$ cat src/binned_running_mean_defines.svh
// ----------------------------------------------------------------------------
// binned_running_mean_defines
// Assertion macros shared by the binned running mean block.
// ----------------------------------------------------------------------------
`ifndef BINNED_RUNNING_MEAN_DEFINES_SVH
`define BINNED_RUNNING_MEAN_DEFINES_SVH

// check a consequent in the same cycle
`define BRM_ASSERT_NOW(label, clk_s, rst_s, ante, cons) \
  label: assert property (@(posedge clk_s) disable iff (rst_s) (ante) |-> (cons)) \
    else $error("%m: assertion failed");

// check a consequent in the next cycle
`define BRM_ASSERT_NEXT(label, clk_s, rst_s, ante, cons) \
  label: assert property (@(posedge clk_s) disable iff (rst_s) (ante) |=> (cons)) \
    else $error("%m: assertion failed");

`endif

$ cat src/brm_pkg.sv
// ----------------------------------------------------------------------------
// brm_pkg
// Types, codes and defaults for the binned running mean block.
// ----------------------------------------------------------------------------
`default_nettype none

package brm_pkg;

  localparam int BUCKETS_DEF     = 256;
  localparam int SAMPLE_BITS_DEF = 24;
  localparam int COUNT_BITS_DEF  = 16;

  localparam logic [1:0] REQ_CAPTURE = 2'd0;
  localparam logic [1:0] REQ_QUERY   = 2'd1;
  localparam logic [1:0] REQ_CLEAR   = 2'd2;

  typedef enum logic [1:0] {
    DSEL_BUCKET,
    DSEL_LEFT,
    DSEL_RIGHT
  } div_sel_t;

  typedef enum logic [3:0] {
    ST_SWEEP,
    ST_IDLE,
    ST_CLR,
    ST_BDIV,
    ST_RD,
    ST_FOLD,
    ST_LDIV,
    ST_LWAIT,
    ST_RDIV,
    ST_RWAIT,
    ST_WR,
    ST_OUT
  } state_t;

  typedef struct packed {
    logic     sweep;
    logic     accept;
    logic     div_start;
    div_sel_t div_sel;
    logic     take_b;
    logic     mem_rd;
    logic     fold;
    logic     take_l;
    logic     take_r;
    logic     mem_wr;
    logic     load_out;
  } cmd_t;

  typedef struct packed {
    logic       in_valid;
    logic [1:0] in_req;
    logic [1:0] req;
    logic       sweep_last;
    logic       div_done;
    logic       acc_l;
    logic       acc_r;
    logic       out_free;
  } status_t;

endpackage

`default_nettype wire

$ cat src/brm_ctrl.sv
// ----------------------------------------------------------------------------
// brm_ctrl
// Request sequencer: clearing sweep, capture, query and result hand-off.
// ----------------------------------------------------------------------------
`default_nettype none

module brm_ctrl (
  input  wire logic              clk,
  input  wire logic              rst,
  input  wire brm_pkg::status_t  status,
  output brm_pkg::cmd_t          cmd,
  output logic                   in_stall,
  output brm_pkg::state_t        state
);

  brm_pkg::state_t state_next;

  always_ff @(posedge clk) begin
    if (rst) begin
      state <= brm_pkg::ST_SWEEP;
    end else begin
      state <= state_next;
    end
  end

  always_comb begin
    state_next  = state;
    cmd         = '0;
    cmd.div_sel = brm_pkg::DSEL_BUCKET;
    in_stall    = 1'b1;
    case (state)
      brm_pkg::ST_SWEEP: begin
        cmd.sweep = 1'b1;
        if (status.sweep_last) state_next = brm_pkg::ST_IDLE;
      end
      brm_pkg::ST_CLR: begin
        cmd.sweep = 1'b1;
        if (status.sweep_last) state_next = brm_pkg::ST_OUT;
      end
      brm_pkg::ST_IDLE: begin
        in_stall = 1'b0;
        if (status.in_valid) begin
          cmd.accept = 1'b1;
          case (status.in_req)
            brm_pkg::REQ_CAPTURE: state_next = brm_pkg::ST_BDIV;
            brm_pkg::REQ_QUERY:   state_next = brm_pkg::ST_RD;
            brm_pkg::REQ_CLEAR:   state_next = brm_pkg::ST_CLR;
            default:              state_next = brm_pkg::ST_IDLE;
          endcase
        end
      end
      brm_pkg::ST_BDIV: begin
        cmd.take_b = 1'b1;
        state_next = brm_pkg::ST_RD;
      end
      brm_pkg::ST_RD: begin
        cmd.mem_rd = 1'b1;
        state_next = brm_pkg::ST_FOLD;
      end
      brm_pkg::ST_FOLD: begin
        if (status.req == brm_pkg::REQ_QUERY) begin
          state_next = brm_pkg::ST_OUT;
        end else begin
          cmd.fold   = 1'b1;
          state_next = brm_pkg::ST_LDIV;
        end
      end
      brm_pkg::ST_LDIV: begin
        if (status.acc_l) begin
          cmd.div_start = 1'b1;
          cmd.div_sel   = brm_pkg::DSEL_LEFT;
          state_next    = brm_pkg::ST_LWAIT;
        end else begin
          state_next = brm_pkg::ST_RDIV;
        end
      end
      brm_pkg::ST_LWAIT: begin
        if (status.div_done) begin
          cmd.take_l = 1'b1;
          state_next = brm_pkg::ST_RDIV;
        end
      end
      brm_pkg::ST_RDIV: begin
        if (status.acc_r) begin
          cmd.div_start = 1'b1;
          cmd.div_sel   = brm_pkg::DSEL_RIGHT;
          state_next    = brm_pkg::ST_RWAIT;
        end else begin
          state_next = brm_pkg::ST_WR;
        end
      end
      brm_pkg::ST_RWAIT: begin
        if (status.div_done) begin
          cmd.take_r = 1'b1;
          state_next = brm_pkg::ST_WR;
        end
      end
      brm_pkg::ST_WR: begin
        cmd.mem_wr = 1'b1;
        state_next = brm_pkg::ST_OUT;
      end
      brm_pkg::ST_OUT: begin
        if (status.out_free) begin
          cmd.load_out = 1'b1;
          state_next   = brm_pkg::ST_IDLE;
        end
      end
      default: state_next = brm_pkg::ST_SWEEP;
    endcase
  end

endmodule

`default_nettype wire

$ cat config.mk
export PLATFORM = sky130hd
export DESIGN_NAME = brm_ctrl
export DESIGN_NICKNAME = d
export VERILOG_FILES = /design/src/binned_running_mean_defines.svh /design/src/brm_pkg.sv /design/src/brm_ctrl.sv
export SDC_FILE = /design/constraint.sdc
export NUM_CORES = 1
export LEC_CHECK = 0
export BUFFER_PORTS_ARGS = -buffer_cell sky130_fd_sc_hd__buf_2
export CORE_AREA = 3 3 40 42
export DETAILED_ROUTE_END_ITERATION = 12
export DIE_AREA = 0 0 43 45
export PLACE_DENSITY = 0.73
export SKIP_CTS_REPAIR_TIMING = 1
export SLEW_MARGIN = 20
export SYNTH_ARGS = -nofsm -noshare
export SYNTH_HDL_FRONTEND = slang
export SYNTH_SLANG_ARGS = --single-unit
$ cat constraint.sdc
create_clock -name clk -period 1.95 [get_ports clk]
set_input_delay 0.195 -clock clk [delete_from_list [all_inputs] [get_ports clk]]
set_output_delay 0.195 -clock clk [all_outputs]
set_load 0.02 [all_outputs]
Yosys cells after proc, flatten, opt, wreduce, memory -nomap -nowiden. Cells that the tools add are included. W data, S select, Z words.

Flip-flop bits (word level): 4. Input port bits: 12. Output and inout port bits: 17. Logic and storage cells: 53.

Equality and inequality tests: 20. Mux-type cells: 28. Reduce and logical (&&, ||, !) cells: 4.

Operator list (number): $pmux W4 S12 (1); $mux W4 (8); $eq A4 B3 Y1 const B (4); $eq A4 B4 Y1 const B (4); $mux W1 (14); $ne A2 B2 Y1 const B (6); $pmux W3 S3 (1); $eq A4 B2 Y1 const B (2); $mux W3 (2); $pmux W3 S2 (1); $reduce_and A6 Y1 (1); $eq A2 B1 Y1 const B (2); $eq A4 B1 Y1 const B (1); $logic_not A4 Y1 (1); $eq A2 B2 Y1 const B (1); $logic_not A2 Y1 (1); $mux W2 (1); $reduce_or A2 Y1 (1).

Longest topological paths before layout. Gate-level depths: netlist of the first run.

Depth after elaboration: 4. Mapped depth: 6. Gate-level depth less buffers: 6.

Worst setup path before layout of the first run. OpenSTA, ideal clock, no wires.

Kind: register -> output. Start point: register state[1]. End point: output cmd[9] (netlist bit). Arrival time: 1404 ps. Required time: 1755 ps. Path slack: 351 ps. Stages on the path, launching flop included: 5. Buffers on the path: 0. Path through: dfxtp_1 nor2b_1 nand2_1 nor2_1 or2_1.

RTL lines: from (decl) (line brm_ctrl.sv:13) `output brm_pkg::state_t state`; from (signal assigned) (line brm_ctrl.sv:20) `state <= brm_pkg::ST_SWEEP;`; from (signal assigned) (line brm_ctrl.sv:22) `state <= state_next;`; to (decl) (line brm_ctrl.sv:11) `output brm_pkg::cmd_t cmd,`.

==> metrics.cfg, run 1 <==
[yosys]
syn_area_um2 = 539
syn_area_per_cell_um2 = 7.10
seq_area_frac_synth = 0.148
synth_cell_types = 34
synthFlopType = dfxtp_1
ys_warn_count = 0
syn_inst = 76
ys_ff_latch = 4
synth_edf_count = 0
async_flop_share = 0
postSynthNetCount = 92

[routing]
wl_met1_um = 688
dr_total_vias = 657
met3_length_um = 151
antenna_left = 0
viasPerCell = 5.52
route.met2.wl_um = 698
highest_layer = met3
routed_wl_um = 1540
routedWlPerCell_um = 12.9
dr.pass1.iters = 4
drc = 0
drt_iter0_markers = 10

[sta]
hold_viol = 0
max_clock_freq_mhz = 540
min_period_ns = 1.85
min_period_over_period = 0.950
relSlewSlack = 0.653
setup_viol = 0
drv_slew = 0
tightestPinTransition_ns = 0.520
setup_tns_ns = 0
finClkSkew_ns = 0.00305
rsz0062_at_grt = no

[floorplan]
die_w_um = 43
initial_core_util = 0.420
ios = 29
num_rows = 13
dieArea_mm2 = 0.00194
core_area_mm2 = 0.00128
die_h_um = 45

[clock_tree]
cts.path.max_buffers = 2
clock-sinks = 4
clk_latency_ns = 0.24
cts_tree = built
root_buffer = clkbuf_4
numCtsBuffers = 3
cts_max_level = 1
path_clk_slew_ns = 0.04

[power]
p_leak_nw = 0.373
p_per_area_mw_per_mm2 = 643
ir_worst_vdd_mv = 0.468
power_uw = 458

[finish]
num_antenna_cells = 0
largestRegisters = state (4)
syn_to_final_growth_pct = 32.0
largest_register = state
final_layout_size_suffix_gt1_frac = 0.337
final_nets = 122
largest_reg_flops = 4

[placed_design]
gp_congestion = 0.866
place.port_buffers = 28
dp.final_hpwl_um = 1230

[setup_path]
worst-path-max-fanout = 16
cp_slowest_stage_delay_ns = 0.64
cp_data_required_time_ns = 1.75
cp_slowest_cell = dfxtp_1
start_kind = flip-flop
worstPathArrival_ns = 1.66
worstSetupPathType = flip-flop to output port
worst_setup_path_end_kind = output port
cp_cell_sequence = nor2b_1 -> and3_1 -> or2_1 -> buf_2
reg2reg_slack_ns = 0.36

[worst_hold_path]
hold_class = input pin to flip-flop

[status]
status = completed

[run]
maxCapViolations = 0

[global_route]
grt_usage = 0.170
gr-total-overflow = 0
antenna_found_initial = 0
grt_pass1_wl_um = 2540
grt_pass1_vias = 585
grt_max_degree = 17

## cell families after synthesis
kind of cell | count (synthesis) | synth area share
and+or+nand+nor | 37 | 0.390
muxes | 2 | 0.0371
buffers and inverters | 8 | 0.0626
AOI/OAI and AO/OA | 21 | 0.269
DFF | 4 | 0.148
adders and majority gates | 4 | 0.0928
## metrics by stage
stage           util  area, um^2  setup WS (ns)  std cells  hold slack [ns]
6_report       0.554         712         0.0972        119            0.215
2_1_floorplan      -         539          0.351         76            0.310
4_1_cts        0.552         709          0.102        119            0.218
3_3_place_gp   0.535         687          0.382        116            0.462
3_5_place_dp   0.535         687          0.361        116            0.466
5_1_grt        0.554         712         0.0244        119            0.220
## power by group
group / switching [mW] / internal [mW] / total (mW)
clock: 0.0335 / 0.0688 / 0.102
sequential: 0.0333 / 0.0936 / 0.127
combinational: 0.132 / 0.0966 / 0.228
total: 0.199 / 0.259 / 0.458
## worst paths after layout
kind,from,cells after the start,to
worst max register to register,state[2],4,state[1]
worst max-delay path,state[2],4,cmd[9]
worst min-delay path,rst,2,state[1]
worst min register to register,state[0],2,state[3]
## cell usage in the layout (no fill, tap or decap), types with 4 or more instances in the layout
cell,synthesis,final
a21oi_1,4,4
and3_1,5,5
buf_2,3,28
ha_1,4,4
inv_1,4,4
nand2_1,4,4
nor2_1,6,6
nor2b_1,5,5
## layout make-up
cell class	count	area [um^2]
fillers	130	573
multi-input cells	64	425
repair buffers	29	148
flip-flops and latches	4	82.6
clock buffers	3	22.5
well taps	15	18.8
inverters	4	15.0
## layer usage
layer | track usage | vias up
met1 | 0.209 | 288
met2 | 0.293 | 33
met5 | 0 | -
met3 | 0.0518 | 0
met4 | 0.0361 | 0
li1 | - | 336
## synth_stat cells, types with 2 or more instances
master	n	area, um^2
a211o_1	2	17.5
nor3_1	2	10.0
a21oi_1	4	20.0
nand2_1	4	15.0
ha_1	4	50.1
nor2b_1	5	31.3
nor4_1	2	12.5
nor2_1	6	22.5
and3_1	5	31.3
inv_1	4	15.0
o21ai_1	2	10.0
buf_2	3	15.0
nand2b_1	3	18.8
and2_1	3	18.8
nand3_1	2	10.0
dfxtp_1	4	80.1
o21ai_0	3	15.0
mux2i_1	2	20.0
## worst max-delay path: cells and delay by family, from the launching register on
kind	cells	cell delay [ns]
buffers and inverters	1	0.16
flip-flops	1	0.64
AND/OR/NAND/NOR	3	0.63
Power figures use the tool's default switching activity.
==> run 2, diff against run 1 <==
Settings changed: ABC_AREA set to 1, PLACE_DENSITY 0.73 to 0.74.
==> run 2 against run 1 <==
Against the previous run: register-to-register slack gained 0.22 ns; flip-flop and latch count is the same; worst hold slack lost 0.058 ns; first-iteration DRC count increased by 20%; maximum frequency grew 19%; sequential share of layout area fell by 0.64 points; clock power barely moved; cell count rose by 26%; critical path type unchanged.
==> metrics.cfg, run 2 <==
[status]
status = completed

[placed_design]
place.port_buffers = 28  ; unchanged
gp_congestion = 0.833  ; -3.7%
place_area_um2 = 708  ; +3.1%
dp.final_hpwl_um = 1250  ; +2.0%

[sta]
holdWs_ns = 0.157  ; -0.0580 ns
relSlewSlack = 0.733  ; +0.0804
tightestPinTransition_ns = 0.399  ; -0.121 ns
rsz0062_at_grt = no
min_period_over_period = 0.802  ; -0.149
hold_viol = 0  ; unchanged
setup_viol = 0  ; unchanged
max_clock_freq_mhz = 640  ; +19%
min_period_ns = 1.56  ; -0.290 ns
setup_tns_ns = 0  ; unchanged
finClkSkew_ns = 0.00632  ; +0.00327 ns
drv_slew = 0  ; unchanged

[floorplan]
die_h_um = 45  ; unchanged
ios = 29  ; unchanged
num_rows = 13  ; unchanged
core_area_mm2 = 0.00128  ; unchanged
dieArea_mm2 = 0.00194  ; unchanged
initial_core_util = 0.427  ; +0.00779
die_w_um = 43  ; unchanged

[finish]
final_layout_size_suffix_gt1_frac = 0.296  ; -0.0402
final_common_cell = buf_2
largest_reg_flops = 4  ; unchanged
final_util = 0.569  ; +0.0146
final_nets = 153  ; +25%
nFillCells = 147  ; +13%
largest_register = state
largestRegisters = state (4)
layout_common_cells = 28 x buf_2, 26 x nand2_1, 23 x inv_1
final_cell_area_um2 = 731  ; +2.6%
syn_to_final_growth_pct = 33.0
num_antenna_cells = 0  ; unchanged

[clock_tree]
root_buffer = clkbuf_4
path_clk_slew_ns = 0.04  ; about the same
clock-sinks = 4  ; unchanged
cts_max_level = 1  ; unchanged
numCtsBuffers = 3  ; unchanged
cts.path.max_buffers = 2  ; unchanged
clk_latency_ns = 0.24  ; about the same
cts_tree = built

[routing]
drt_iter0_markers = 12  ; +2
routed_wl_um = 1440  ; -6.2%
route.met2.wl_um = 722  ; +3.4%
drc = 0  ; unchanged
highest_layer = met4
met3_length_um = 77  ; -49%
dr.pass1.iters = 4  ; unchanged
viasPerCell = 4.69  ; -15%
antenna_left = 0  ; unchanged
dr_total_vias = 703  ; +7.0%
wl_met1_um = 622  ; -9.6%
routedWlPerCell_um = 9.62  ; -26%

[yosys]
synth.most_common_cell = nand2_1
synth_common_cells = 26 x nand2_1, 23 x inv_1, 19 x nor2_1
synthFlopType = dfxtp_1
yosysTopAreaCellShare = 0.178  ; +0.0292
synth_area_leader_cell = nand2_1
postSynthNetCount = 120  ; +30%
synth_cell_types = 16  ; -53%
syn_area_um2 = 549  ; +1.9%
async_flop_share = 0  ; unchanged
ys_warn_count = 0  ; unchanged
syn_area_per_cell_um2 = 5.28  ; -26%
syn_inst = 104  ; +37%
synth_area_leaders = nand2_1 18%, inv_1 16%, dfxtp_1 15%
ys_ff_latch = 4  ; unchanged
synth_edf_count = 0  ; unchanged
seq_area_frac_synth = 0.146  ; -0.00271

[setup_path]
worstSetupPathType = flip-flop to output port
worst-path-max-fanout = 8  ; -8
worst_setup_path_end_kind = output port
reg2reg_slack_ns = 0.58  ; +0.22 ns
start_kind = flip-flop
cp_data_required_time_ns = 1.75  ; about the same
worstPathArrival_ns = 1.37  ; -0.29 ns

[worst_hold_path]
hold_class = input pin to flip-flop

[global_route]
grt_pass1_vias = 637  ; +8.9%
gr-total-overflow = 0  ; unchanged
antenna_found_initial = 0  ; unchanged
grt_pass1_wl_um = 2370  ; -6.5%
grt_max_degree = 9  ; -8
grt_usage = 0.160  ; -0.00928

[power]
clock_power_share = 0.206  ; -0.018
p_int_uw = 260  ; +0.53%
p_leak_nw = 0.495  ; +33%
ir_worst_vdd_mv = 0.434  ; -7.4%
switchingPower_uw = 242  ; +22%
switching_share = 0.481  ; +0.0474
p_per_area_mw_per_mm2 = 687  ; +6.9%
comb_power_share = 0.551  ; +0.052
p_seq_frac = 0.243  ; -0.034

[run]
maxCapViolations = 0  ; unchanged

run 2: cell types whose count changed in the layout (fill, tap and decap cells not counted), sizes merged, moves of 3 or more:
cell    previous run  this run
nand2              4        27
inv                4        25
nor2               6        24
nand3              2         9
and3               5         0
nor2b              5         0
o21ai              5         1
and2               3         0
nand2b             3         0
run 2: worst max-delay path, stage by stage, from the launching register on:
cell	delay, ns
dfxtp_1	0.46
inv_1	0.11
nor2_2	0.17
nand3_2	0.13
nand2_1	0.10
buf_2	0.16
run 2: layer usage:
| metal | vias to the layer above | GRT usage |
|---|---|---|
| met5 | - | 0 |
| met1 | 303 | 0.172 |
| met2 | 18 | 0.305 |
| li1 | 379 | - |
| met4 | 0 | 0.0723 |
| met3 | 3 | 0.0279 |
run 2: final cells by class:
cell class / count / area [um^2] / share of cell area
clock buffer: 3 / 22.5 / 0.0308
inverter: 25 / 93.8 / 0.128
multi-input combinational: 75 / 375 / 0.514
sequential: 4 / 80.1 / 0.110
tap: 15 / 18.8 / 0.0257
timing repair buffer: 28 / 140 / 0.192
run 2: final timing paths:
path         startpoint        to  cells after the start
min reg2reg    state[1]  state[1]                      2
max reg2reg    state[0]  state[0]                      9
min                 rst  state[2]                      2
max            state[1]    cmd[9]                      5
run 2: power by group through the flow:
stage	Clock (mW)	Sequential [mW]	Combinational (mW)
after floorplan	0	0.134	0.184
after global placement	0	0.121	0.277
after detailed placement	0	0.123	0.279
after CTS	0.108	0.121	0.280
after global routing	0.115	0.124	0.311
final	0.103	0.122	0.277
run 2: logic make-up after synthesis:
logic type,Yosys count,share of synthesized area
simple gates,64,0.519
buf+inv,25,0.171
compound gates,7,0.0729
flops,4,0.146
fa+ha+maj,4,0.0911
run 2: per-stage QoR:
step,instances,setup WS (ns),power [mW]
2_1_floorplan,104,0.526,0.318
3_3_place_gp,147,0.617,0.399
3_5_place_dp,147,0.576,0.402
4_1_cts,150,0.387,0.510
5_1_grt,150,0.259,0.550
6_report,150,0.387,0.502
